## src/nfir_pkg.sv

```systemverilog
// Shared constants, state encodings and types for the normalized FIR block.
// No dependencies; every other file in src/ uses this package.
package nfir_pkg;

  // Sizing
  localparam int SAMPLE_BITS  = 24;
  localparam int MAX_TAPS     = 7;
  localparam int TAP_BITS     = 16;
  localparam int TCNT_BITS    = 3;
  localparam int CFG_IDX_BITS = $clog2(MAX_TAPS + 1);
  localparam int HALF_MAX     = MAX_TAPS / 2;
  localparam int SEEN_BITS    = $clog2(HALF_MAX + 1);
  localparam int OUT_IDX_BITS = SEEN_BITS;
  localparam int WIN_DEPTH    = 2 * HALF_MAX;
  localparam int WIN_IDX_BITS = $clog2(WIN_DEPTH);
  localparam int TAP_IDX_BITS = $clog2(MAX_TAPS);
  localparam int BUF_IDX_BITS = $clog2(3 * HALF_MAX + 1);
  localparam int GROW_BITS    = $clog2(MAX_TAPS + 1);
  localparam int PROD_BITS    = SAMPLE_BITS + TAP_BITS;
  localparam int ACC_BITS     = PROD_BITS + GROW_BITS;
  localparam int SUM_BITS     = TAP_BITS + GROW_BITS;
  localparam int NUM_BITS     = ACC_BITS + 1;
  localparam int DEN_BITS     = SUM_BITS + 1;
  localparam int Q_BITS       = SAMPLE_BITS;
  localparam int ITER_BITS    = $clog2(Q_BITS);

  // Register map
  localparam logic [CFG_IDX_BITS-1:0] CFG_TAP_COUNT = CFG_IDX_BITS'(0);
  localparam logic [CFG_IDX_BITS-1:0] CFG_TAP_BASE  = CFG_IDX_BITS'(1);
  localparam logic [CFG_IDX_BITS-1:0] CFG_TAP_LAST  = CFG_IDX_BITS'(MAX_TAPS);

  // Reset values: single tap at unity gain
  localparam logic [TCNT_BITS-1:0]       TAP_COUNT_RST = TCNT_BITS'(1);
  localparam logic signed [TAP_BITS-1:0] TAP0_RST      = TAP_BITS'(16384);

  typedef enum logic [2:0] {
    S_IDLE,
    S_MAC,
    S_FLUSH,
    S_DIV_START,
    S_DIV_WAIT,
    S_EMIT,
    S_FINISH
  } fir_state_e;

  typedef enum logic [2:0] {
    D_IDLE,
    D_PREP,
    D_CHECK,
    D_ITER,
    D_FIN
  } div_state_e;

  typedef struct packed {
    logic signed [SAMPLE_BITS-1:0] filtered;
    logic                          zero_gain;
    logic                          clipped;
  } div_res_t;

endpackage

```

## src/nfir_if.sv

```systemverilog
// Valid/ready stream interfaces for the sample input and the filtered output.
// Depends on nfir_pkg for the sample width.
interface nfir_in_if;
  logic                                    valid;
  logic                                    ready;
  logic signed [nfir_pkg::SAMPLE_BITS-1:0] sample;
  logic                                    final_sample;

  modport source (output valid, output sample, output final_sample, input ready);
  modport sink   (input valid, input sample, input final_sample, output ready);
endinterface

interface nfir_out_if;
  logic                                    valid;
  logic                                    ready;
  logic signed [nfir_pkg::SAMPLE_BITS-1:0] filtered;
  logic                                    end_of_signal;
  logic                                    zero_gain;
  logic                                    clipped;

  modport source (output valid, output filtered, output end_of_signal,
                  output zero_gain, output clipped, input ready);
  modport sink   (input valid, input filtered, input end_of_signal,
                  input zero_gain, input clipped, output ready);
endinterface

```

## src/nfir_div.sv

```systemverilog
// Sequential rounding divider: dot / sum, nearest with ties away from zero,
// saturated to the sample width. One quotient bit per cycle. Uses nfir_pkg.
module nfir_div (
  input  logic                                   clk_i,
  input  logic                                   rst_ni,
  input  logic                                   start_i,
  input  logic signed [nfir_pkg::ACC_BITS-1:0]   dot_i,
  input  logic signed [nfir_pkg::SUM_BITS-1:0]   sum_i,
  output logic                                   done_o,
  output nfir_pkg::div_res_t                     res_o
);
  import nfir_pkg::*;

  localparam logic [Q_BITS-1:0] NEG_LIM = {1'b1, {(Q_BITS-1){1'b0}}};
  localparam logic [Q_BITS-1:0] POS_LIM = {1'b0, {(Q_BITS-1){1'b1}}};

  div_state_e            state_q, state_d;
  logic                  done_q;
  logic                  neg_q, zero_q, ovf_q;
  logic [ACC_BITS-1:0]   ad_q;
  logic [SUM_BITS-1:0]   as_q;
  logic [NUM_BITS-1:0]   num_q;
  logic [DEN_BITS-1:0]   d_q, rem_q;
  logic [Q_BITS-1:0]     nlo_q, q_q;
  logic [ITER_BITS-1:0]  cnt_q;
  div_res_t              res_q, res_c;

  logic                  ovf_c;
  logic [DEN_BITS:0]     trial;
  logic                  ge;

  assign ovf_c = NUM_BITS'(num_q[NUM_BITS-1:Q_BITS]) >= NUM_BITS'(d_q);
  assign trial = {rem_q, nlo_q[Q_BITS-1]};
  assign ge    = trial >= {1'b0, d_q};

  always_comb begin
    state_d = state_q;
    unique case (state_q)
      D_IDLE:  if (start_i) state_d = D_PREP;
      D_PREP:  state_d = D_CHECK;
      D_CHECK: state_d = (zero_q || ovf_c) ? D_FIN : D_ITER;
      D_ITER:  if (cnt_q == '0) state_d = D_FIN;
      D_FIN:   state_d = D_IDLE;
      default: state_d = D_IDLE;
    endcase
  end

  // Zero-gain flag, sign fix-up and saturation of the unsigned quotient
  always_comb begin
    res_c.filtered  = '0;
    res_c.zero_gain = 1'b0;
    res_c.clipped   = 1'b0;
    if (zero_q) begin
      res_c.zero_gain = 1'b1;
    end else if (ovf_q) begin
      res_c.clipped  = 1'b1;
      res_c.filtered = neg_q ? $signed(NEG_LIM) : $signed(POS_LIM);
    end else if (q_q == '0) begin
      res_c.filtered = '0;
    end else if (neg_q) begin
      if (q_q > NEG_LIM) begin
        res_c.clipped  = 1'b1;
        res_c.filtered = $signed(NEG_LIM);
      end else begin
        res_c.filtered = $signed(Q_BITS'(0) - q_q);
      end
    end else begin
      if (q_q > POS_LIM) begin
        res_c.clipped  = 1'b1;
        res_c.filtered = $signed(POS_LIM);
      end else begin
        res_c.filtered = $signed(q_q);
      end
    end
  end

  always_ff @(posedge clk_i or negedge rst_ni) begin
    if (!rst_ni) begin
      state_q <= D_IDLE;
      done_q  <= 1'b0;
    end else begin
      state_q <= state_d;
      done_q  <= (state_q == D_FIN);
    end
  end

  always_ff @(posedge clk_i) begin
    unique case (state_q)
      D_IDLE: begin
        if (start_i) begin
          neg_q  <= dot_i[ACC_BITS-1] ^ sum_i[SUM_BITS-1];
          zero_q <= (sum_i == '0);
          ad_q   <= dot_i[ACC_BITS-1] ? ACC_BITS'(-dot_i) : ACC_BITS'(dot_i);
          as_q   <= sum_i[SUM_BITS-1] ? SUM_BITS'(-sum_i) : SUM_BITS'(sum_i);
        end
      end
      D_PREP: begin
        // numerator 2|dot| + |sum|, divisor 2|sum|
        num_q <= {ad_q, 1'b0} + NUM_BITS'(as_q);
        d_q   <= {as_q, 1'b0};
      end
      D_CHECK: begin
        ovf_q <= ovf_c;
        rem_q <= DEN_BITS'(num_q[NUM_BITS-1:Q_BITS]);
        nlo_q <= num_q[Q_BITS-1:0];
        q_q   <= '0;
        cnt_q <= ITER_BITS'(Q_BITS - 1);
      end
      D_ITER: begin
        rem_q <= ge ? DEN_BITS'(trial - {1'b0, d_q}) : DEN_BITS'(trial);
        q_q   <= {q_q[Q_BITS-2:0], ge};
        nlo_q <= {nlo_q[Q_BITS-2:0], 1'b0};
        cnt_q <= cnt_q - 1'b1;
      end
      D_FIN: res_q <= res_c;
      default: ;
    endcase
  end

  assign done_o = done_q;
  assign res_o  = res_q;

  a_start_idle: assert property (@(posedge clk_i) disable iff (!rst_ni)
    start_i |-> state_q == D_IDLE) else $error("divider started while busy");
  a_done_pulse: assert property (@(posedge clk_i) disable iff (!rst_ni)
    done_q |=> !done_q) else $error("divider done held longer than one cycle");
  a_flags_excl: assert property (@(posedge clk_i) disable iff (!rst_ni)
    done_o |-> !(res_o.zero_gain && res_o.clipped))
    else $error("zero gain and clip raised together");

endmodule

```

## src/normalized_fir_edge_extend_unit.sv

```systemverilog
// Normalized FIR with edge replication. One sample per input transfer; 0 to 4 results.
// Per result: a multiply-accumulate over the n taps (n = tap count), a flush and divider start,
// the bit-serial divider (one quotient bit per cycle), then a load of the output register,
// which waits while the output is held; a sample also takes an accept and a window update.
// A new sample is accepted only once every result of the previous one has been loaded.
// Reset (async, active low) clears control, the window and seen count; taps -> pass-through.
module normalized_fir_edge_extend_unit (
  input  logic                                  clk_i,
  input  logic                                  rst_ni,
  input  logic                                  cfg_we_i,
  input  logic [nfir_pkg::CFG_IDX_BITS-1:0]     cfg_idx_i,
  input  logic [nfir_pkg::TAP_BITS-1:0]         cfg_data_i,
  nfir_in_if.sink                               in_i,
  nfir_out_if.source                            out_o
);
  import nfir_pkg::*;

  // Configuration registers
  logic [TCNT_BITS-1:0]          tap_count_q;
  logic signed [TAP_BITS-1:0]    taps_q [MAX_TAPS];

  // Signal state: window holds past samples, newest at index 0
  logic signed [SAMPLE_BITS-1:0] window_q [WIN_DEPTH];
  logic [SEEN_BITS-1:0]          seen_q;

  // Per-sample working registers
  fir_state_e                    state_q, state_d;
  logic signed [SAMPLE_BITS-1:0] cur_q;
  logic                          fin_q;
  logic [OUT_IDX_BITS-1:0]       k_q, k_end_q;
  logic [TAP_IDX_BITS-1:0]       j_q;
  logic signed [PROD_BITS-1:0]   prod_q;
  logic signed [ACC_BITS-1:0]    acc_q;
  logic signed [SUM_BITS-1:0]    sum_q;

  // Output register
  logic                          out_valid_q;
  logic signed [SAMPLE_BITS-1:0] filtered_q;
  logic                          eos_q, zero_q, clip_q;

  // Divider hookup
  logic                          div_start, div_done;
  div_res_t                      div_res;

  // Decoded controls
  logic                          accept, out_free, out_load, last_out, j_last;
  logic [TCNT_BITS-1:0]          n_eff;
  logic [OUT_IDX_BITS-1:0]       half;
  logic                          odd;
  logic                          seen_ge;
  logic                          has_out;
  logic [OUT_IDX_BITS-1:0]       k_first, k_end;
  logic [BUF_IDX_BITS-1:0]       buf_idx, two_h, win_off;
  logic signed [SAMPLE_BITS-1:0] sel_sample;
  logic signed [TAP_BITS-1:0]    tap_sel;

  assign n_eff = (32'(tap_count_q) > MAX_TAPS) ? TCNT_BITS'(MAX_TAPS) : tap_count_q;
  assign half  = OUT_IDX_BITS'(n_eff >> 1);
  assign odd   = n_eff[0];

  // Output plan for the arriving sample (odd tap counts only): one result once the window is primed,
  // or, on the final sample, every result still owed from the first pending one.
  assign seen_ge = seen_q >= half;
  assign has_out = odd && (in_i.final_sample || seen_ge);
  assign k_first = (in_i.final_sample && !seen_ge) ? OUT_IDX_BITS'(half - seen_q) : '0;
  assign k_end   = in_i.final_sample ? half : '0;

  // Extended segment: positions at or past 2h are the current sample,
  // earlier ones come from the window, oldest first.
  assign buf_idx    = BUF_IDX_BITS'(k_q) + BUF_IDX_BITS'(j_q);
  assign two_h      = BUF_IDX_BITS'({half, 1'b0});
  assign win_off    = two_h - BUF_IDX_BITS'(1) - buf_idx;
  assign sel_sample = (buf_idx >= two_h) ? cur_q : window_q[win_off[WIN_IDX_BITS-1:0]];
  assign tap_sel    = taps_q[j_q];
  assign j_last     = (j_q == TAP_IDX_BITS'(n_eff - 1'b1));

  assign accept   = in_i.valid && in_i.ready;
  assign out_free = !out_valid_q || out_o.ready;
  assign last_out = (k_q == k_end_q);

  nfir_div u_div (
    .clk_i   (clk_i),
    .rst_ni  (rst_ni),
    .start_i (div_start),
    .dot_i   (acc_q),
    .sum_i   (sum_q),
    .done_o  (div_done),
    .res_o   (div_res)
  );

  // Sequencer: next state
  always_comb begin
    state_d = state_q;
    unique case (state_q)
      S_IDLE:      if (accept) state_d = has_out ? S_MAC : S_FINISH;
      S_MAC:       if (j_last) state_d = S_FLUSH;
      S_FLUSH:     state_d = S_DIV_START;
      S_DIV_START: state_d = S_DIV_WAIT;
      S_DIV_WAIT:  if (div_done) state_d = S_EMIT;
      S_EMIT:      if (out_free) state_d = last_out ? S_FINISH : S_MAC;
      S_FINISH:    state_d = S_IDLE;
      default:     state_d = S_IDLE;
    endcase
  end

  // Sequencer: outputs
  always_comb begin
    in_i.ready = 1'b0;
    div_start  = 1'b0;
    out_load   = 1'b0;
    unique case (state_q)
      S_IDLE:      in_i.ready = 1'b1;
      S_DIV_START: div_start  = 1'b1;
      S_EMIT:      out_load   = out_free;
      default: ;
    endcase
  end

  always_ff @(posedge clk_i or negedge rst_ni) begin
    if (!rst_ni) begin
      state_q     <= S_IDLE;
      out_valid_q <= 1'b0;
      tap_count_q <= TAP_COUNT_RST;
      for (int i = 0; i < MAX_TAPS; i++) begin
        taps_q[i] <= (i == 0) ? TAP0_RST : '0;
      end
      for (int i = 0; i < WIN_DEPTH; i++) begin
        window_q[i] <= '0;
      end
      seen_q      <= '0;
    end else begin
      state_q <= state_d;

      if (out_load) begin
        out_valid_q <= 1'b1;
      end else if (out_o.ready) begin
        out_valid_q <= 1'b0;
      end

      if (cfg_we_i) begin
        if (cfg_idx_i == CFG_TAP_COUNT) begin
          tap_count_q <= cfg_data_i[TCNT_BITS-1:0];
        end else if (cfg_idx_i >= CFG_TAP_BASE && cfg_idx_i <= CFG_TAP_LAST) begin
          taps_q[TAP_IDX_BITS'(cfg_idx_i - CFG_TAP_BASE)] <= $signed(cfg_data_i);
        end
      end

      if (accept) begin
        // first sample of a signal replicates the left edge
        if (seen_q == '0) begin
          for (int i = 0; i < WIN_DEPTH; i++) begin
            window_q[i] <= in_i.sample;
          end
        end
        if (in_i.final_sample) begin
          seen_q <= '0;
        end else if (32'(seen_q) < HALF_MAX) begin
          seen_q <= seen_q + 1'b1;
        end
      end else if (state_q == S_FINISH) begin
        // advance the window by one sample
        for (int i = WIN_DEPTH - 1; i > 0; i--) begin
          window_q[i] <= window_q[i-1];
        end
        window_q[0] <= cur_q;
      end
    end
  end

  // Datapath, no reset needed
  always_ff @(posedge clk_i) begin
    if (accept) begin
      cur_q   <= in_i.sample;
      fin_q   <= in_i.final_sample;
      k_q     <= k_first;
      k_end_q <= k_end;
      j_q     <= '0;
    end

    if (state_q == S_MAC) begin
      prod_q <= PROD_BITS'(sel_sample) * PROD_BITS'(tap_sel);
      acc_q  <= (j_q == '0) ? '0 : acc_q + ACC_BITS'(prod_q);
      sum_q  <= ((j_q == '0) ? '0 : sum_q) + SUM_BITS'(tap_sel);
      j_q    <= j_last ? '0 : j_q + 1'b1;
    end

    if (state_q == S_FLUSH) begin
      acc_q <= acc_q + ACC_BITS'(prod_q);
    end

    if (out_load) begin
      filtered_q <= div_res.filtered;
      eos_q      <= fin_q && last_out;
      zero_q     <= div_res.zero_gain;
      clip_q     <= div_res.clipped;
      if (!last_out) begin
        k_q <= k_q + 1'b1;
      end
    end
  end

  assign out_o.valid         = out_valid_q;
  assign out_o.filtered      = filtered_q;
  assign out_o.end_of_signal = eos_q;
  assign out_o.zero_gain     = zero_q;
  assign out_o.clipped       = clip_q;

  a_accept_busy: assert property (@(posedge clk_i) disable iff (!rst_ni)
    accept |=> state_q != S_IDLE) else $error("sequencer did not leave idle after transfer");
  a_div_done_wait: assert property (@(posedge clk_i) disable iff (!rst_ni)
    div_done |-> state_q == S_DIV_WAIT) else $error("divider finished outside wait state");
  a_k_range: assert property (@(posedge clk_i) disable iff (!rst_ni)
    (state_q == S_MAC) |-> (k_q <= k_end_q)) else $error("output index past the end");
  a_flags_excl: assert property (@(posedge clk_i) disable iff (!rst_ni)
    out_o.valid |-> !(out_o.zero_gain && out_o.clipped))
    else $error("zero gain and clip on the same result");

endmodule
```

## src/flat_wrapper.sv

```systemverilog
// flat-port wrapper written by rule: the top's interface ports become plain ports
module normalized_fir_edge_extend_unit_flat import nfir_pkg::*;
  (clk_i, rst_ni, cfg_we_i, cfg_idx_i, cfg_data_i, in_i_valid, in_i_sample, in_i_final_sample, in_i_ready, out_o_valid, out_o_filtered, out_o_end_of_signal, out_o_zero_gain, out_o_clipped, out_o_ready);
  nfir_in_if in_i_i ();
  nfir_out_if out_o_i ();
  input  logic clk_i;
  input  logic rst_ni;
  input  logic cfg_we_i;
  input  logic [nfir_pkg::CFG_IDX_BITS-1:0] cfg_idx_i;
  input  logic [nfir_pkg::TAP_BITS-1:0] cfg_data_i;
  input wire logic [$bits(in_i_i.valid)-1:0] in_i_valid;
  input wire logic [$bits(in_i_i.sample)-1:0] in_i_sample;
  input wire logic [$bits(in_i_i.final_sample)-1:0] in_i_final_sample;
  output wire logic [$bits(in_i_i.ready)-1:0] in_i_ready;
  output wire logic [$bits(out_o_i.valid)-1:0] out_o_valid;
  output wire logic [$bits(out_o_i.filtered)-1:0] out_o_filtered;
  output wire logic [$bits(out_o_i.end_of_signal)-1:0] out_o_end_of_signal;
  output wire logic [$bits(out_o_i.zero_gain)-1:0] out_o_zero_gain;
  output wire logic [$bits(out_o_i.clipped)-1:0] out_o_clipped;
  input wire logic [$bits(out_o_i.ready)-1:0] out_o_ready;
  assign in_i_i.valid = in_i_valid;
  assign in_i_i.sample = in_i_sample;
  assign in_i_i.final_sample = in_i_final_sample;
  assign in_i_ready = in_i_i.ready;
  assign out_o_valid = out_o_i.valid;
  assign out_o_filtered = out_o_i.filtered;
  assign out_o_end_of_signal = out_o_i.end_of_signal;
  assign out_o_zero_gain = out_o_i.zero_gain;
  assign out_o_clipped = out_o_i.clipped;
  assign out_o_i.ready = out_o_ready;
  normalized_fir_edge_extend_unit u_core (.clk_i(clk_i), .rst_ni(rst_ni), .cfg_we_i(cfg_we_i), .cfg_idx_i(cfg_idx_i), .cfg_data_i(cfg_data_i), .in_i(in_i_i), .out_o(out_o_i));
endmodule
```

## config.mk

```make
export PLATFORM = sky130hd
export DESIGN_NAME = normalized_fir_edge_extend_unit_flat
export DESIGN_NICKNAME = d
export VERILOG_FILES = /design/src/nfir_pkg.sv /design/src/nfir_if.sv /design/src/nfir_div.sv /design/src/normalized_fir_edge_extend_unit.sv /design/src/flat_wrapper.sv
export SDC_FILE = /design/constraint.sdc
export NUM_CORES = 2
export LEC_CHECK = 0
export BUFFER_PORTS_ARGS = -buffer_cell sky130_fd_sc_hd__buf_2
export CAP_MARGIN = 5
export CORE_MARGIN = 10
export CORE_UTILIZATION = 59
export CTS_BUF_LIST = sky130_fd_sc_hd__clkbuf_4
export DETAILED_ROUTE_END_ITERATION = 12
export MAX_ROUTING_LAYER = met4
export PLACE_DENSITY = 0.77
export SLEW_MARGIN = 20
export SYNTH_ARGS = -nofsm -noshare
export SYNTH_HDL_FRONTEND = slang
export SYNTH_SLANG_ARGS = --single-unit
```

## constraint.sdc

```tcl
create_clock -name clk_i -period 22.8 [get_ports clk_i]
set_input_delay 4.56 -clock clk_i [delete_from_list [all_inputs] [get_ports clk_i]]
set_output_delay 4.56 -clock clk_i [all_outputs]
set_load 0.1 [all_outputs]
```

==> flow_summary.ini <==
[grt]
overflow = 0
grt_pass1_wl_microns = 185000
antenna_found_initial = 2
grt_pass1_vias = 35200
grt.total_usage = 0.252
grt_max_degree = 289

[drt]
drcViolationCount = 0
vias = 34700
wl_per_cell_microns = 18.9
drt.antenna.violating_nets = 0
highest_layer = met4
drt_iter0_markers = 3031
via_per_inst = 5.81
drt_pass1_iterations = 6
routed_wl_microns = 113000
met2_length_microns = 53600
route.met3.wl_microns = 8740
met1Wirelength_microns = 46100

[critical_path]
critPathKind = reg2reg
timing.rr.end = u_core.prod_q[34]
crit_fanout = 49
cp_slowest_cell = a221oi_4
critPathTopFamily = adder cells
slowest_delay_ps = 810
cp-start-kind = flip-flop
crit_path_end_kind = flip-flop
timing.critical_path.buf_inv = 8
cp.depth = 31
r2r_cells = 31
critPathRequiredTime_ps = 23610
crit_path_frequent_cell = fa_1
reg2reg_from = u_core.k_q[0]
cp.arrival_ps = 11500
rrSetupSlack_ps = 12110
startpoint = u_core.k_q[0]

[logic_synthesis]
synth_ff_type = edfxtp_1
synth_seq_cells = 656
mappedNetlistArea_sq_um = 47700
synth_cells = 4686
syn_area_per_cell_sq_um = 10.2
synth_cell_types = 76
synth_edf_count = 385
postSynthNetCount = 5349
yosys_warnings = 0
async_flop_share = 0.410
seq_area_frac_synth = 0.384

[clock_network]
post_cts.repair.setup_buffers = 0
cts_buffer_depth = 3
ctsResizeCount = 0
htree_levels = 4
hold_buffers = 0
clk_latency_ps = 1100
clock-sinks = 656
root_buffer = clkbuf_4
path_clk_slew_ps = 70
cts_tree = done
cts-buffers-inserted = 174

[timing]
maxSlewHeadroom = 0.262
min_period_ps = 10690
hold_viol = 0
max_clock_freq_mhz = 93.5
fin_crit_sh = 0.469
finalMaxSlewViolations = 0
worst_pin_slew_ps = 1110
fin_tns_setup_ps = 0
skew_ps = 98.7
rsz0062_at_grt = no
finalSetupViolCount = 0

[hold_path]
holdCritStartpoint = u_core.u_div.as_q[6]
min_path_cells = 0
min_to = u_core.u_div.d_q[7]
hp-class = reg2reg

[cells_and_area]
drive_gt1_frac = 0.125
nFillCells = 6397
nets = 5425
area_delta_synth_final_pct = 7.76

[status]
status = finished clean

[die]
io_pins = 78
row_count = 104
core_sq_um = 80400
die-area_sq_um = 92700
start_util = 0.594
die_w_microns = 304
die-height_microns = 304

[job]
drv_cap = 0

[placed_design]
hpwl_microns = 81600
io_buffers = 77
place_congestion = 0.913
[how the worst max path moves through the flow]
stage	to	slack (ps)
floorplan	u_core.prod_q[39]	13030
global placement	u_core.prod_q[34]	12450
detailed placement	u_core.prod_q[34]	12120
CTS	u_core.prod_q[34]	12040
global route	u_core.prod_q[34]	11540
finish	u_core.prod_q[34]	12110
[through the flow]
step	setup slack, ps	instance area [sq um]	util	cells	hold WS [ps]
after CTS	12040	51400	0.639	5958	406
after detailed placement	12120	49100	0.611	5645	405
after global placement	12450	49100	0.611	5645	401
after floorplan	13030	47700	-	4686	400
after global routing	11540	51400	0.640	5965	416
final	12110	51400	0.640	5968	404
[cells in the mapped netlist, drive strengths merged, types with 5 or more instances]
cell type	number	area [sq um]
inv	558	2090
nor2	477	1790
a21oi	456	2280
nand2	451	1690
edfxtp	385	11600
fa	380	7610
dfrtp	267	6680
ha	234	2930
clkbuf	201	754
xnor2	178	1560
o21ai	140	701
mux2	117	1320
a21o	85	638
and3	67	419
mux2i	57	571
xor2	55	482
and2	52	325
nor3	43	215
mux4	40	901
nand3	36	180
nand2b	30	195
o21a	29	218
buf	25	98.9
o31ai	22	165
o21bai	21	158
a211oi	20	150
a221oi	17	149
nor2b	17	106
o311ai	17	149
or2	17	106
or4	15	125
a31oi	14	87.6
o41ai	14	130
or3	14	92.6
nor4	12	75.1
o211ai	10	75.1
clkinv	9	33.8
nand3b	9	67.6
nand4	8	50.1
nor3b	8	60.1
a211o	7	61.3
and4	7	61.3
a21boi	6	45.0
o22ai	6	37.5
o221ai	5	43.8
[routing by layer]
metal / track usage / vias up
met5: - / -
met4: 0.107 / 0
met3: 0.0558 / 295
met2: 0.397 / 1332
met1: 0.313 / 17000
li1: - / 16100
[worst reg2reg max path: cells and delay by family, from the launching register on]
family,cells,cell delay (ps)
adders and majority gates,10,4440
AOI/OAI and AO/OA,10,3890
buffers and inverters,8,1250
DFF,1,460
and+or+nand+nor,2,240
xor gates and xnor gates,1,150
[cells by family after synthesis]
kind of cell    share of synthesized area
mux                                0.0584
compound gates                      0.114
flops                               0.384
buf+inv                            0.0625
fa+ha+maj                           0.221
xor+xnor                           0.0428
simple gates                        0.117
[layout by cell type, fill, tap and decap left out, types with 40 or more instances in the layout]
cell	Yosys	final
buf_4	0	46
buf_2	4	76
a21oi_1	456	447
mux2i_1	57	57
and3_1	67	67
and2_1	52	52
ha_1	234	232
dfrtp_1	267	267
inv_1	558	556
nand2_1	451	449
clkbuf_4	0	249
a21o_1	85	85
xor2_1	55	55
nor3_1	43	42
clkinv_1	9	49
o21ai_0	128	125
edfxtp_1	385	385
fa_1	380	380
nor2_1	477	474
xnor2_1	178	177
mux4_2	40	40
mux2_2	117	117
[area by class of cell]
type                       instances  area (sq um)  share of cell area
clock inverter                    64           398             0.00773
inverter                         567          2130              0.0414
tap                             1060          1330              0.0258
clock buffer                     249          1870              0.0363
timing repair buffer             126           800              0.0155
sequential                       656         18300               0.356
multi-input combinational       3237         26600               0.516
antenna                            9          22.5            0.000438
[sequential cells by signal (all words and copies together), names as in the netlist, 20 cells and up]
name                   flops
u_core.u_div.q_q          24
u_core.u_div.res_o        26
u_core.u_div.nlo_q        24
u_core.cur_q              24
u_core.out_o.filtered     24
u_core.u_div.num_q        44
u_core.window_q          144
u_core.prod_q             40
u_core.u_div.rem_q        20
u_core.taps_q            112
u_core.u_div.ad_q         43
u_core.acc_q              43
Power is not shown: default switching activity piles up to over one toggle a cycle in this logic, so the estimate is an artifact.
